[config.mk]
export PLATFORM = sky130hd
export DESIGN_NAME = text_console_cursor_controller
export DESIGN_NICKNAME = d
export VERILOG_FILES = /design/src/design/tcc_pkg.sv /design/src/design/tcc_front.sv /design/src/design/tcc_back.sv /design/src/design/text_console_cursor_controller.sv
export SDC_FILE = /design/constraint.sdc
export NUM_CORES = 1
export LEC_CHECK = 0
export ABC_AREA = 1
export BUFFER_PORTS_ARGS = -buffer_cell sky130_fd_sc_hd__buf_4
export CAP_MARGIN = 20
export CORE_MARGIN = 2
export CORE_UTILIZATION = 55
export CTS_BUF_LIST = sky130_fd_sc_hd__clkbuf_16
export DETAILED_ROUTE_END_ITERATION = 8
export PLACE_DENSITY = 0.73
export SLEW_MARGIN = 20
export SYNTH_ARGS = -nofsm -noshare
export SYNTH_HDL_FRONTEND = slang
export SYNTH_SLANG_ARGS = --single-unit
[constraint.sdc]
create_clock -name clock -period 7.11 [get_ports clock]
set_input_delay 0 -clock clock [delete_from_list [all_inputs] [get_ports clock]]
set_output_delay 0 -clock clock [all_outputs]
set_load 0.1 [all_outputs]
[src/design/tcc_pkg.sv]
// ============================================================================
// tcc_pkg
// Shared types and constants for the text console cursor controller.
// ============================================================================
package tcc_pkg;

   localparam int COORD_W   = 8;
   localparam int CODE_W    = 8;
   localparam int COLOR_W   = 32;
   localparam int CMD_W     = 2;
   localparam int CSR_IDX_W = 2;

   localparam int TAB_WIDTH_DEFAULT = 4;
   localparam int MAX_RESULTS       = 8;
   localparam int QUEUE_DEPTH       = 4;

   localparam int REQ_DATA_W   = 8;
   localparam int RSP_FIELDS_W = CODE_W + 2 * COORD_W + 2 * COLOR_W;
   localparam int RSP_DATA_W   = ((RSP_FIELDS_W + 7) / 8) * 8;

   localparam logic [COORD_W-1:0] COLUMNS_RESET = 8'd80;
   localparam logic [COORD_W-1:0] ROWS_RESET    = 8'd25;
   localparam logic [COLOR_W-1:0] FG_RESET      = 32'h00D0_D0D0;
   localparam logic [COLOR_W-1:0] BG_RESET      = 32'h0000_0000;

   localparam logic [CODE_W-1:0] CHAR_BACKSPACE = 8'h08;
   localparam logic [CODE_W-1:0] CHAR_TAB       = 8'h09;
   localparam logic [CODE_W-1:0] CHAR_NEWLINE   = 8'h0A;
   localparam logic [CODE_W-1:0] CHAR_RETURN    = 8'h0D;
   localparam logic [CODE_W-1:0] CHAR_SPACE     = 8'h20;

   typedef enum logic [CMD_W-1:0] {
      CMD_DRAW   = 2'd0,
      CMD_SCROLL = 2'd1,
      CMD_CLEAR  = 2'd2
   } cmd_type;

   typedef enum logic [CSR_IDX_W-1:0] {
      CSR_TEXT_COLUMNS = 2'd0,
      CSR_TEXT_ROWS    = 2'd1,
      CSR_FG_COLOR     = 2'd2,
      CSR_BG_COLOR     = 2'd3
   } csr_index_type;

   typedef enum logic [2:0] {
      KIND_CLEAR,
      KIND_NEWLINE,
      KIND_RETURN,
      KIND_BACKSPACE,
      KIND_TAB,
      KIND_PRINT
   } kind_type;

   typedef struct packed {
      kind_type            kind;
      logic [CODE_W-1:0]   code;
   } queue_entry_type;

   // effective geometry: zero already mapped to one
   typedef struct packed {
      logic [COORD_W-1:0] cols;
      logic [COORD_W-1:0] rows;
      logic [COLOR_W-1:0] fg;
      logic [COLOR_W-1:0] bg;
   } cfg_type;

endpackage

[src/design/tcc_front.sv]
// ============================================================================
// tcc_front
// Accepts request transactions, decodes them into a command kind and holds
// them in a short queue for the back end.
// ============================================================================
module tcc_front (
   input  logic                    clock,
   input  logic                    reset,
   input  logic                    req_tvalid,
   output logic                    req_tready,
   input  logic                    req_tuser,   // [0] req_type
   input  logic [7:0]              req_tdata,   // [7:0] char_code
   output logic                    q_valid,
   input  logic                    q_ready,
   output tcc_pkg::queue_entry_type q_entry
);
   import tcc_pkg::*;

   localparam int PtrW = $clog2(QUEUE_DEPTH);

   queue_entry_type       entry_ff [QUEUE_DEPTH];
   logic [PtrW-1:0]       wr_ptr_ff, wr_ptr_in;
   logic [PtrW-1:0]       rd_ptr_ff, rd_ptr_in;
   logic [PtrW:0]         count_ff, count_in;
   queue_entry_type       decoded;
   logic                  push, pop;

   always_comb begin
      decoded.code = req_tdata[CODE_W-1:0];
      priority if (req_tuser) begin
         decoded.kind = KIND_CLEAR;
      end else if (req_tdata == CHAR_NEWLINE) begin
         decoded.kind = KIND_NEWLINE;
      end else if (req_tdata == CHAR_RETURN) begin
         decoded.kind = KIND_RETURN;
      end else if (req_tdata == CHAR_BACKSPACE) begin
         decoded.kind = KIND_BACKSPACE;
      end else if (req_tdata == CHAR_TAB) begin
         decoded.kind = KIND_TAB;
      end else begin
         decoded.kind = KIND_PRINT;
      end
   end

   assign req_tready = (count_ff != (PtrW+1)'(QUEUE_DEPTH));
   assign q_valid    = (count_ff != '0);
   assign q_entry    = entry_ff[rd_ptr_ff];
   assign push       = req_tvalid && req_tready;
   assign pop        = q_valid && q_ready;

   always_comb begin
      wr_ptr_in = push ? wr_ptr_ff + 1'b1 : wr_ptr_ff;
      rd_ptr_in = pop  ? rd_ptr_ff + 1'b1 : rd_ptr_ff;
      count_in  = count_ff + (PtrW+1)'(push) - (PtrW+1)'(pop);
   end

   always_ff @(posedge clock) begin
      if (reset) begin
         wr_ptr_ff <= '0;
         rd_ptr_ff <= '0;
         count_ff  <= '0;
      end else begin
         wr_ptr_ff <= wr_ptr_in;
         rd_ptr_ff <= rd_ptr_in;
         count_ff  <= count_in;
      end
   end

   always_ff @(posedge clock) begin
      if (push) begin
         entry_ff[wr_ptr_ff] <= decoded;
      end
   end

endmodule

[src/design/tcc_back.sv]
// ============================================================================
// tcc_back
// Executes queued requests against the cursor, one command per cycle while
// the response output is not stalled, into the response output register.
// ============================================================================
module tcc_back #(
   parameter int TAB_WIDTH = tcc_pkg::TAB_WIDTH_DEFAULT
) (
   input  logic                          clock,
   input  logic                          reset,
   input  tcc_pkg::cfg_type              cfg,
   input  logic                          q_valid,
   output logic                          q_ready,
   input  tcc_pkg::queue_entry_type      q_entry,
   output logic                          rsp_tvalid,
   input  logic                          rsp_tready,
   output logic [tcc_pkg::CMD_W-1:0]     rsp_tuser,
   output logic [tcc_pkg::RSP_DATA_W-1:0] rsp_tdata,
   output logic                          rsp_tlast
);
   import tcc_pkg::*;

   localparam int RemW = $clog2(TAB_WIDTH + 1);
   localparam int CntW = $clog2(MAX_RESULTS + 1);
   localparam int TabEntries = 2 ** COORD_W;

   typedef logic [RemW-1:0] tab_table_type [TabEntries];

   // spaces needed to reach the next tab stop, per column
   function automatic tab_table_type build_tab_table();
      tab_table_type t;
      for (int i = 0; i < TabEntries; i++) begin
         t[i] = RemW'(TAB_WIDTH - (i % TAB_WIDTH));
      end
      return t;
   endfunction

   localparam tab_table_type TabTable = build_tab_table();

   logic [COORD_W-1:0] col_ff, col_in, row_ff, row_in;
   logic               active_ff, active_in;
   logic [RemW-1:0]    remain_ff, remain_in;
   logic [CODE_W-1:0]  glyph_ff, glyph_in;
   logic [CntW-1:0]    cnt_ff, cnt_in, cnt_base;

   logic               rsp_valid_ff, rsp_valid_in;
   cmd_type            cmd_ff, cmd;
   logic [CODE_W-1:0]  out_glyph_ff, out_glyph;
   logic [COORD_W-1:0] out_col_ff, out_col, out_row_ff, out_row;
   logic [COLOR_W-1:0] ink_ff, ink, paper_ff;
   logic               last_ff, last_out;

   logic               adv, step_en, emit, fire, last_step;
   logic [COORD_W-1:0] rows_m1, cols_m1, col_s, row_s;
   logic               is_print;
   logic [CODE_W-1:0]  p_glyph;
   logic [RemW-1:0]    p_remain;
   logic [COORD_W-1:0] p_col, p_row;

   assign adv     = !rsp_valid_ff || rsp_tready;
   assign step_en = adv && (active_ff || q_valid);
   assign q_ready = adv && !active_ff;

   assign rows_m1 = cfg.rows - 1'b1;
   assign cols_m1 = cfg.cols - 1'b1;
   // clamp at the start of a request, in case geometry changed
   assign col_s   = (col_ff > cfg.cols) ? cfg.cols : col_ff;
   assign row_s   = (row_ff > rows_m1) ? rows_m1 : row_ff;

   always_comb begin
      emit      = 1'b0;
      last_step = 1'b0;
      cmd       = CMD_DRAW;
      out_glyph = '0;
      out_col   = '0;
      out_row   = '0;
      ink       = '0;
      col_in    = col_ff;
      row_in    = row_ff;
      active_in = active_ff;
      remain_in = remain_ff;
      glyph_in  = glyph_ff;
      is_print  = 1'b0;
      p_glyph   = glyph_ff;
      p_remain  = remain_ff;
      p_col     = col_ff;
      p_row     = row_ff;
      if (step_en) begin
         if (active_ff) begin
            is_print = 1'b1;
         end else begin
            unique case (q_entry.kind)
               KIND_CLEAR: begin
                  emit      = 1'b1;
                  last_step = 1'b1;
                  cmd       = CMD_CLEAR;
                  col_in    = '0;
                  row_in    = '0;
               end
               KIND_NEWLINE: begin
                  col_in = '0;
                  if (row_s == rows_m1) begin
                     emit      = 1'b1;
                     last_step = 1'b1;
                     cmd       = CMD_SCROLL;
                     row_in    = rows_m1;
                  end else begin
                     row_in = row_s + 1'b1;
                  end
               end
               KIND_RETURN: begin
                  col_in = '0;
                  row_in = row_s;
               end
               KIND_BACKSPACE: begin
                  emit      = 1'b1;
                  last_step = 1'b1;
                  out_glyph = CHAR_SPACE;
                  ink       = cfg.bg;
                  priority if (col_s != '0) begin
                     out_col = col_s - 1'b1;
                     out_row = row_s;
                  end else if (row_s != '0) begin
                     out_col = cols_m1;
                     out_row = row_s - 1'b1;
                  end else begin
                     out_col = '0;
                     out_row = '0;
                  end
                  col_in = out_col;
                  row_in = out_row;
               end
               KIND_TAB: begin
                  is_print = 1'b1;
                  p_glyph  = CHAR_SPACE;
                  p_remain = TabTable[col_s];
                  p_col    = col_s;
                  p_row    = row_s;
               end
               KIND_PRINT: begin
                  is_print = 1'b1;
                  p_glyph  = q_entry.code;
                  p_remain = RemW'(1);
                  p_col    = col_s;
                  p_row    = row_s;
               end
               default: begin
                  col_in = col_ff;
               end
            endcase
         end

         if (is_print) begin
            emit     = 1'b1;
            glyph_in = p_glyph;
            if ((p_col >= cfg.cols) && (p_row == rows_m1)) begin
               // wrap off the bottom: scroll now, draw in the next step
               cmd       = CMD_SCROLL;
               col_in    = '0;
               row_in    = rows_m1;
               remain_in = p_remain;
               active_in = 1'b1;
            end else begin
               out_glyph = p_glyph;
               ink       = cfg.fg;
               if (p_col >= cfg.cols) begin
                  out_col = '0;
                  out_row = p_row + 1'b1;
               end else begin
                  out_col = p_col;
                  out_row = p_row;
               end
               col_in    = out_col + 1'b1;
               row_in    = out_row;
               remain_in = p_remain - 1'b1;
               active_in = (p_remain != RemW'(1));
               last_step = (p_remain == RemW'(1));
            end
         end
      end
   end

   // commands past the limit are dropped; the last one kept carries tlast
   assign cnt_base = active_ff ? cnt_ff : '0;
   assign fire     = emit && (cnt_base != CntW'(MAX_RESULTS));
   assign last_out = last_step || (cnt_base == CntW'(MAX_RESULTS - 1));
   assign cnt_in   = step_en ? cnt_base + CntW'(fire) : cnt_ff;
   assign rsp_valid_in = adv ? fire : rsp_valid_ff;

   always_ff @(posedge clock) begin
      if (reset) begin
         col_ff       <= '0;
         row_ff       <= '0;
         active_ff    <= 1'b0;
         cnt_ff       <= '0;
         rsp_valid_ff <= 1'b0;
      end else begin
         col_ff       <= col_in;
         row_ff       <= row_in;
         active_ff    <= active_in;
         cnt_ff       <= cnt_in;
         rsp_valid_ff <= rsp_valid_in;
      end
   end

   always_ff @(posedge clock) begin
      remain_ff <= remain_in;
      glyph_ff  <= glyph_in;
      if (adv && fire) begin
         cmd_ff       <= cmd;
         out_glyph_ff <= out_glyph;
         out_col_ff   <= out_col;
         out_row_ff   <= out_row;
         ink_ff       <= ink;
         paper_ff     <= cfg.bg;
         last_ff      <= last_out;
      end
   end

   assign rsp_tvalid = rsp_valid_ff;
   assign rsp_tlast  = last_ff;
   assign rsp_tuser  = cmd_ff;
   assign rsp_tdata  = RSP_DATA_W'({paper_ff, ink_ff, out_row_ff, out_col_ff,
                                    out_glyph_ff});

   // cursor row never left beyond the last row by a step
   a_row_in_range: assert property (@(posedge clock) disable iff (reset)
      step_en |=> (row_ff <= $past(rows_m1)))
      else $error("cursor row past last row after a step");

   a_cnt_limit: assert property (@(posedge clock) disable iff (reset)
      cnt_ff <= CntW'(MAX_RESULTS))
      else $error("result count above limit");

   a_active_remain: assert property (@(posedge clock) disable iff (reset)
      active_ff |-> (remain_ff != '0))
      else $error("sequence active with nothing left to draw");

   a_last_ends: assert property (@(posedge clock) disable iff (reset)
      (step_en && emit && last_step) |=> !active_ff)
      else $error("sequence continues after its final command");

   a_no_pop_busy: assert property (@(posedge clock) disable iff (reset)
      (active_ff && !$past(active_ff) && !$past(reset)) |-> $past(q_valid && q_ready))
      else $error("sequence started without taking a request");

endmodule

[src/design/text_console_cursor_controller.sv]
// ============================================================================
// text_console_cursor_controller
// Text cursor tracking and framebuffer command generation.
// ============================================================================
// Accepts one request transaction per cycle into a four-entry queue while
// the queue has room. A newline or carriage return that draws nothing sends
// no response. A tab draws spaces up to the next tab stop (at most
// TAB_WIDTH of them), and a wrap off the bottom row adds a scroll command;
// while such a sequence runs the back end takes no new request and the
// queue backs up.
// At most eight commands are sent per request; tlast marks the final one.
// Config registers may only be written while the block is idle.
module text_console_cursor_controller #(
   parameter int TAB_WIDTH = tcc_pkg::TAB_WIDTH_DEFAULT
) (
   input  logic                             clock,
   input  logic                             reset,
   input  logic                             req_tvalid,
   output logic                             req_tready,
   input  logic                             req_tuser,  // [0] req_type
   input  logic [tcc_pkg::REQ_DATA_W-1:0]   req_tdata,  // [7:0] char_code
   output logic                             rsp_tvalid,
   input  logic                             rsp_tready,
   output logic [tcc_pkg::CMD_W-1:0]        rsp_tuser,  // [1:0] command
   // [7:0] glyph_code, [15:8] cell_column, [23:16] cell_row,
   // [55:24] ink_color, [87:56] paper_color
   output logic [tcc_pkg::RSP_DATA_W-1:0]   rsp_tdata,
   output logic                             rsp_tlast,  // last_result
   input  logic                             csr_wen,
   input  logic [tcc_pkg::CSR_IDX_W-1:0]    csr_index,
   input  logic [tcc_pkg::COLOR_W-1:0]      csr_wdata
);
   import tcc_pkg::*;

   logic [COORD_W-1:0] cols_ff, rows_ff;
   logic [COLOR_W-1:0] fg_ff, bg_ff;
   cfg_type            cfg;
   logic               q_valid, q_ready;
   queue_entry_type    q_entry;

   always_ff @(posedge clock) begin
      if (reset) begin
         cols_ff <= COLUMNS_RESET;
         rows_ff <= ROWS_RESET;
         fg_ff   <= FG_RESET;
         bg_ff   <= BG_RESET;
      end else if (csr_wen) begin
         unique case (csr_index_type'(csr_index))
            CSR_TEXT_COLUMNS: cols_ff <= csr_wdata[COORD_W-1:0];
            CSR_TEXT_ROWS:    rows_ff <= csr_wdata[COORD_W-1:0];
            CSR_FG_COLOR:     fg_ff   <= csr_wdata;
            CSR_BG_COLOR:     bg_ff   <= csr_wdata;
            default:          cols_ff <= cols_ff;
         endcase
      end
   end

   // zero geometry behaves as one
   assign cfg.cols = (cols_ff == '0) ? COORD_W'(1) : cols_ff;
   assign cfg.rows = (rows_ff == '0) ? COORD_W'(1) : rows_ff;
   assign cfg.fg   = fg_ff;
   assign cfg.bg   = bg_ff;

   tcc_front u_front (
      .clock      (clock),
      .reset      (reset),
      .req_tvalid (req_tvalid),
      .req_tready (req_tready),
      .req_tuser  (req_tuser),
      .req_tdata  (req_tdata),
      .q_valid    (q_valid),
      .q_ready    (q_ready),
      .q_entry    (q_entry)
   );

   tcc_back #(
      .TAB_WIDTH (TAB_WIDTH)
   ) u_back (
      .clock      (clock),
      .reset      (reset),
      .cfg        (cfg),
      .q_valid    (q_valid),
      .q_ready    (q_ready),
      .q_entry    (q_entry),
      .rsp_tvalid (rsp_tvalid),
      .rsp_tready (rsp_tready),
      .rsp_tuser  (rsp_tuser),
      .rsp_tdata  (rsp_tdata),
      .rsp_tlast  (rsp_tlast)
   );

endmodule

-- Word-level counts from Yosys, hierarchy flattened
Memories as Yosys holds them, arrays and structs flattened. A register that Yosys moved wholly into a read port is not among the register bits.
Cells that the tools add are included.
W data, S select, Z words.
- output and inout port bits: 93
- memory bits (read-only): 768
- memories kept: 2
- memory bits (writable): 44
- register bits after elaboration: 211
- word-level logic and storage cells: 171
- bits of input ports: 48
- memories (memory ; depth ; bits a word ; rd ports ; clocked after Yosys merged registers in ; wr ports ; RTL line ; RTL):
    (name not given) ; 256 ; 3 ; 1 ; 0 ; 0 ; tcc_back.sv:136 ; p_remain = TabTable[col_s];
    u_front.entry_ff ; 4 ; 11 ; 1 ; 1 ; 1 ; tcc_front.sv:21 ; queue_entry_type entry_ff [QUEUE_DEPTH];
- reduce and logical (&&, ||, !) cells: 31
- muxes and demuxes: 79
- $add $sub $neg: 13
- equal/unequal tests: 20
- $lt $le $gt $ge: 4
- bitwise operators: 1
- operators by type and width (kind ; number):
    $mux W8 ; 38
    $mux W32 ; 4
    $eq A8 B4 Y1 const B ; 4
    $pmux W8 S2 ; 2
    $pmux W8 S4 ; 1
    $sub A8 B1 Y8 const B ; 4
    $mux W3 ; 9
    $add A8 B1 Y8 const B ; 3
    $eq A8 B8 Y1 ; 2
    $gt A8 B8 Y1 ; 2
    $logic_not A8 Y1 ; 2
    $reduce_bool A8 Y1 ; 2
    $mux W1 ; 15
    $mux W2 ; 5
    $reduce_and A2 Y1 ; 5
    $ge A9 B9 Y1 const B ; 1
    $not A8 Y9 ; 1
    $ge A8 B8 Y1 ; 1
    $logic_and A1 B1 Y1 ; 7
    $eq A3 B1 Y1 const B ; 2
    $eq A3 B2 Y1 const B ; 2
    $eq A3 B3 Y1 const B ; 2
    $mux W6 ; 1
    $pmux W3 S2 ; 1
    other kinds (24) ; 32

-- Depth between registers and ports, before layout
- depth after elaboration: 16
- mapped depth: 35
- depth with buffers taken out: 35

-- By module
A second synthesis with hierarchy kept.
- cell total of the unflattened synthesis: 1646
- area, all modules: 13256.5 um^2
- by module, submodules not included (module ; cells each ; area an instance (um^2) ; instances ; seq. area each (um^2)):
    tcc_back ; 936 ; 7702.4 ; 1 ; 3503.4
    text_console_cursor_controller ; 512 ; 3310.7 ; 1 ; 1601.5
    tcc_front ; 198 ; 2243.4 ; 1 ; 1501.4

-- Worst setup path before layout
No wires, ideal clock.
- kind: reg-to-reg
- from: reg rows_ff[3]
- to: reg u_back.ink_ff[0] (enable)
- cell stages (with the launch flop): 24
- setup time: 0.445 ns
- arrival time: 4.685 ns
- data required time: 6.665 ns
- path buffers: 1
- path slack: 1.980 ns
- period minus slack after synthesis: 5.130 ns
- cell sequence: dfxtp_1 > inv_2 > nand2_2 > nor2_2 > nand2_2 > nand2_2 > inv_2 > ha_1 > nand3_1 > xor2_1 > inv_1 > ha_1 > inv_1 > nor2_1 > nand4_1 > nand3_4 > nand2_4 > buf_6 > nand2_1 > nand2_1 > nand3_1 > o21ai_0 > o21bai_1 > inv_1
- cells in the longest elaborated chain, start to end: 13
- RTL lines (item ; RTL line ; RTL):
    start: declaration ; text_console_cursor_controller.sv:35 ; logic [COORD_W-1:0] cols_ff, rows_ff;
    start signal: assignment ; text_console_cursor_controller.sv:50 ; CSR_TEXT_ROWS: rows_ff <= csr_wdata[COORD_W-1:0];
    $logic_not A8 Y1 ; text_console_cursor_controller.sv:60 ; assign cfg.rows = (rows_ff == '0) ? COORD_W'(1) : rows_ff;
    $mux W8 * ; text_console_cursor_controller.sv:60 ;
    $sub A8 B1 Y8 * ; tcc_back.sv:64 ; assign rows_m1 = cfg.rows - 1'b1;
    $gt A8 B8 Y1 ; tcc_back.sv:68 ; assign row_s = (row_ff > rows_m1) ? rows_m1 : row_ff;
    $mux W8 ; tcc_back.sv:68 ;
    $eq A8 B8 Y1 * ; tcc_back.sv:102 ; if (row_s == rows_m1) begin
    $mux W1 * ; tcc_back.sv:102 ;
    $pmux W1 S2 * ; tcc_back.sv:92 ; unique case (q_entry.kind)
    $mux W1 * ; tcc_back.sv:89 ; if (active_ff) begin
    $mux W1 * ; tcc_back.sv:153 ; if (is_print) begin
    $mux W1 * ; tcc_back.sv:88 ; if (step_en) begin
    $logic_and A1 B1 Y1 * ; tcc_back.sv:185 ; assign fire = emit && (cnt_base != CntW'(MAX_RESULTS));
    $logic_and A1 B1 Y1 * ; tcc_back.sv:209 ; if (adv && fire) begin
    end signal: assignment ; tcc_back.sv:214 ; ink_ff <= ink;
    end: declaration ; tcc_back.sv:50 ; logic [COLOR_W-1:0] ink_ff, ink, paper_ff;
Every way passes the cells marked *; elsewhere a longest branch is shown, timed or not.
A chain may end at the register's enable or synchronous reset.

-- Final worst setup path
- from: reg cols_ff[3]
- to: reg u_back.ink_ff[11], data pin
- cells in the longest elaborated chain, start to end: 11
- RTL lines (item ; RTL line ; RTL):
    start: declaration ; text_console_cursor_controller.sv:35 ;
    start signal: assignment ; text_console_cursor_controller.sv:49 ; CSR_TEXT_COLUMNS: cols_ff <= csr_wdata[COORD_W-1:0];
    start signal: assignment ; text_console_cursor_controller.sv:53 ; default: cols_ff <= cols_ff;
    $logic_not A8 Y1 ; text_console_cursor_controller.sv:59 ; assign cfg.cols = (cols_ff == '0) ? COORD_W'(1) : cols_ff;
    $mux W8 * ; text_console_cursor_controller.sv:59 ;
    $gt A8 B8 Y1 ; tcc_back.sv:67 ; assign col_s = (col_ff > cfg.cols) ? cfg.cols : col_ff;
    $mux W8 ; tcc_back.sv:67 ;
    $mux W8 ; tcc_back.sv:92 ;
    $mux W8 ; tcc_back.sv:89 ;
    $mux W8 ; tcc_back.sv:88 ;
    $ge A8 B8 Y1 * ; tcc_back.sv:156 ; if ((p_col >= cfg.cols) && (p_row == rows_m1)) begin
    $logic_and A1 B1 Y1 * ; tcc_back.sv:156 ;
    $mux W32 * ; tcc_back.sv:156 ;
    $mux W32 * ; tcc_back.sv:153 ;
Every way passes the cells marked *; elsewhere a longest branch is shown, timed or not. The select of a mux whose other input is x is not followed.

==> summary.md <==
| Metric | Value |
|---|---|
| Sequential Area | ~6600 um2 |
| Hold Fails Final Rpt | 0 |
| First-pass GRT wire length | 52700 um |
| Worst-Skew Late Latency | 550 ps |
| Worst r2r src | cols_ff[3] |
| Async set-reset flop share out of synthesis | 0% |
| Synth area leaders | edfxtp_1 (35%), dfxtp_1 (18%), nand2_1 (7.6%) |
| Worst Skew | approximately 13 ps |
| Unrepaired setup endpoints after global routing | no |
| Tcrit/Tclk final | 86.8% |
| Slowest stage cell, crit path | clkinv_1 |
| Post-synth top cells | nand2_1 (253), inv_1 (181), o21ai_0 (156), edfxtp_1 (146), a21oi_1 (123) |
| Hold Startpoint | req_tdata[6] |
| Gr usage total | 27.5% |
| Count leader, synth | nand2_1 |
| GP Congestion | 0.988 |
| Number of global-route vias before repair | between 9000 and 10000 |
| CP startpoint kind | flop |
| H-tree depth | 1 |
| Via Count | 10900 |
| CTS root buf | clkbuf_16 |
| Area occupied by multi-input gates | about 4900 um2 |
| Initial antenna violation count | 0 |
| Post-Syn Instances | about 1400 |
| IO Count | 141 |
| Worst Hold Margin | around 210 ps |
| Largest net degree at the start of global routing | 105 |
| Ys Warns | 0 |
| Synthesized area | between 10000 and 15000 um2 |
| Arrival time worst endpoint | around 6500 ps |
| Total CTS buffers | 27 |
| Cell taking the most area after synthesis | edfxtp_1 |
| Distinct cell type count after synthesis | 52 |
| Avg Cell Area, Syn | 8.73 um2 |
| DP HPWL | 23400 um |
| Top FF cell, synth | edfxtp_1 |
| Final Max Tran Viols | 0 |
| Die H | about 150 um |
| Core area | ~23000 um2 |
| Antenna Violating Nets Remaining | 0 |
| Critical path class | flop to flop |
| Crit Reg-Reg Endpoint | u_back.ink_ff[11] |
| Initial DRC count | 1050 |
| Clock transition at path regs | 60 ps |
| Diodes inserted | 0 |
| R2R depth | 28 |
| Nets | 1693 |
| Max-slew headroom | 29.6% |
| Crit. End Element | flop |
| Min-Delay Path Class | input pin to flop |
| DR vias/cell | between 5 and 6 |
| Final setup fails | 0 |
| Rows | 55 |
| Worst stage delay on the critical path | a little over 800 ps |
| Die area | about 24000 um2 |
| CP Launch Point | cols_ff[3] |
| Initial Utilization | 55.6% |
| Clock Path Buffers | 3 |
| CTS Sinks | 257 |
| GR Overflow Total | 0 |
| Flop2flop setup slack | 940 ps |
| Status | complete, no violations |
| CP max FO | 30 |
| Setup repair bufs after CTS | 0 |
| Post-synth EDFFs | about 150 |
| Critical Path End | u_back.ink_ff[11] |
| TritonCTS clock tree | built |
| DRT Pass-1 Iters | 5 |
| Max frequency | 162 MHz |
| Max cap viols | 0 |
| DP Cell Count | 1811 |
| Area growth, synth to finish | 20.8% |
| Final worst path period need | 6170 ps |
| PortBufs | 140 |
| Layout cells sized above 1 | 15.3% |
| Mapped Nets | 1522 |
| FF+latch count, synth | 257 |
| Routed wire length | 33700 um |
| Post-route non-filler standard cell count | 1908 |
| Post-synth top area share | between 30% and 40% |
| DRC viols | 0 |
| Critical Path RT | approximately 7500 ps |
| Die span in x | roughly 150 um |
| Fill cells | about 1800 |
| Fin Setup TNS | 0 ps |
| Sequential share of the synthesized area | 52.8% |
| Slew @ Worst Pin | 1050 ps |
| Wirelength per Cell | 17.7 um |
-- worst min-delay path by stage --
| stage | to | slack, ps | cells past startpoint |
|---|---|---|---|
| final | u_front.entry_ff[3][6] | 210 | 2 |
| after CTS | u_front.entry_ff[2][3] | 200 | 2 |
| after global routing | u_front.entry_ff[3][3] | 220 | 2 |
| after detailed placement | fg_ff[12] | 210 | 3 |
| after floorplan | u_front.count_ff[1] | 70 | 1 |
| after global placement | fg_ff[12] | 210 | 3 |
-- cell families (layout without fill, tap and decap cells) --
| family | after synthesis | count (layout) | synth area share, % |
|---|---|---|---|
| buffers and inverters | 259 | 450 | 8.01 |
| AO/OA/AOI/OAI | 372 | 372 | 16.5 |
| AND/OR/NAND/NOR | 477 | 477 | 16.6 |
| flip-flops | 257 | 257 | 52.8 |
| adder cells (fa/ha/maj) | 42 | 42 | 4.26 |
| XOR/XNOR | 25 | 25 | 1.75 |
-- area by class of cell --
type                            instances  share of cell area (%)
Inverter                              203                    5.06
Timing Repair Buffer                  198                    10.7
Tap cell                              285                    2.36
Multi-Input combinational cell        916                    32.5
Sequential cell                       257                    43.8
Clock inverter                         22                    1.10
Clock buffer                           27                    4.48
-- stage by stage --
| step | utilization (%) | instance area (um2) | setup slack (ps) |
|---|---|---|---|
| after detailed placement | 61.2 | 13800 | 1400 |
| after CTS | 67.1 | 15100 | 1400 |
| after global placement | 61.1 | 13700 | 1640 |
| after floorplan | - | 12500 | 1980 |
| final | 67.1 | 15100 | 938 |
| after global routing | 67.1 | 15100 | 402 |
-- layer usage --
metal	vias up	GRT usage (%)	part of all wire, %
li1	5216	-	-
met1	5082	39.9	43
met2	517	44.0	46
met3	58	3.53	8.3
met4	0	7.54	2.4
met5	-	0	0
-- state kept, by name, summed over array words and instances, names as in the netlist, 32 cells and up, named ones only --
signal and count:
u_back.ink_ff 32, fg_ff 32, u_back.paper_ff 32, bg_ff 32
u_front.entry_ff 44
-- placed cells by master, fill, tap and decap left out, drive strengths merged, types with 20 or more instances in the layout --
cell type and instances:
ha 41, nand3 74, o22ai 31, dlygate4sd3 48, nand4 23, nand2 264, dfxtp 111, o21ai 174
edfxtp 146, clkbuf 27, buf 150, clkinv 20, nor2 96, xor2 21, inv 203, a21oi 124
-- critical path: cells and delay by family (launching register included) --
kind	cells	cell delay [ps]
AOI/OAI and AO/OA	8	1910
buffers and inverters	8	1830
and+or+nand+nor	10	1310
adders and majority gates	2	550
DFF	1	330
-- repair_timing --
action,4_1_cts,5_1_grt
hold buffers,48,0
gates resized for setup,0,0
endpoints found under the hold margin,131,0
Power is left out: the tool's default activity adds up to more than one toggle a clock period on the data nets, which glitch-free logic cannot reach.
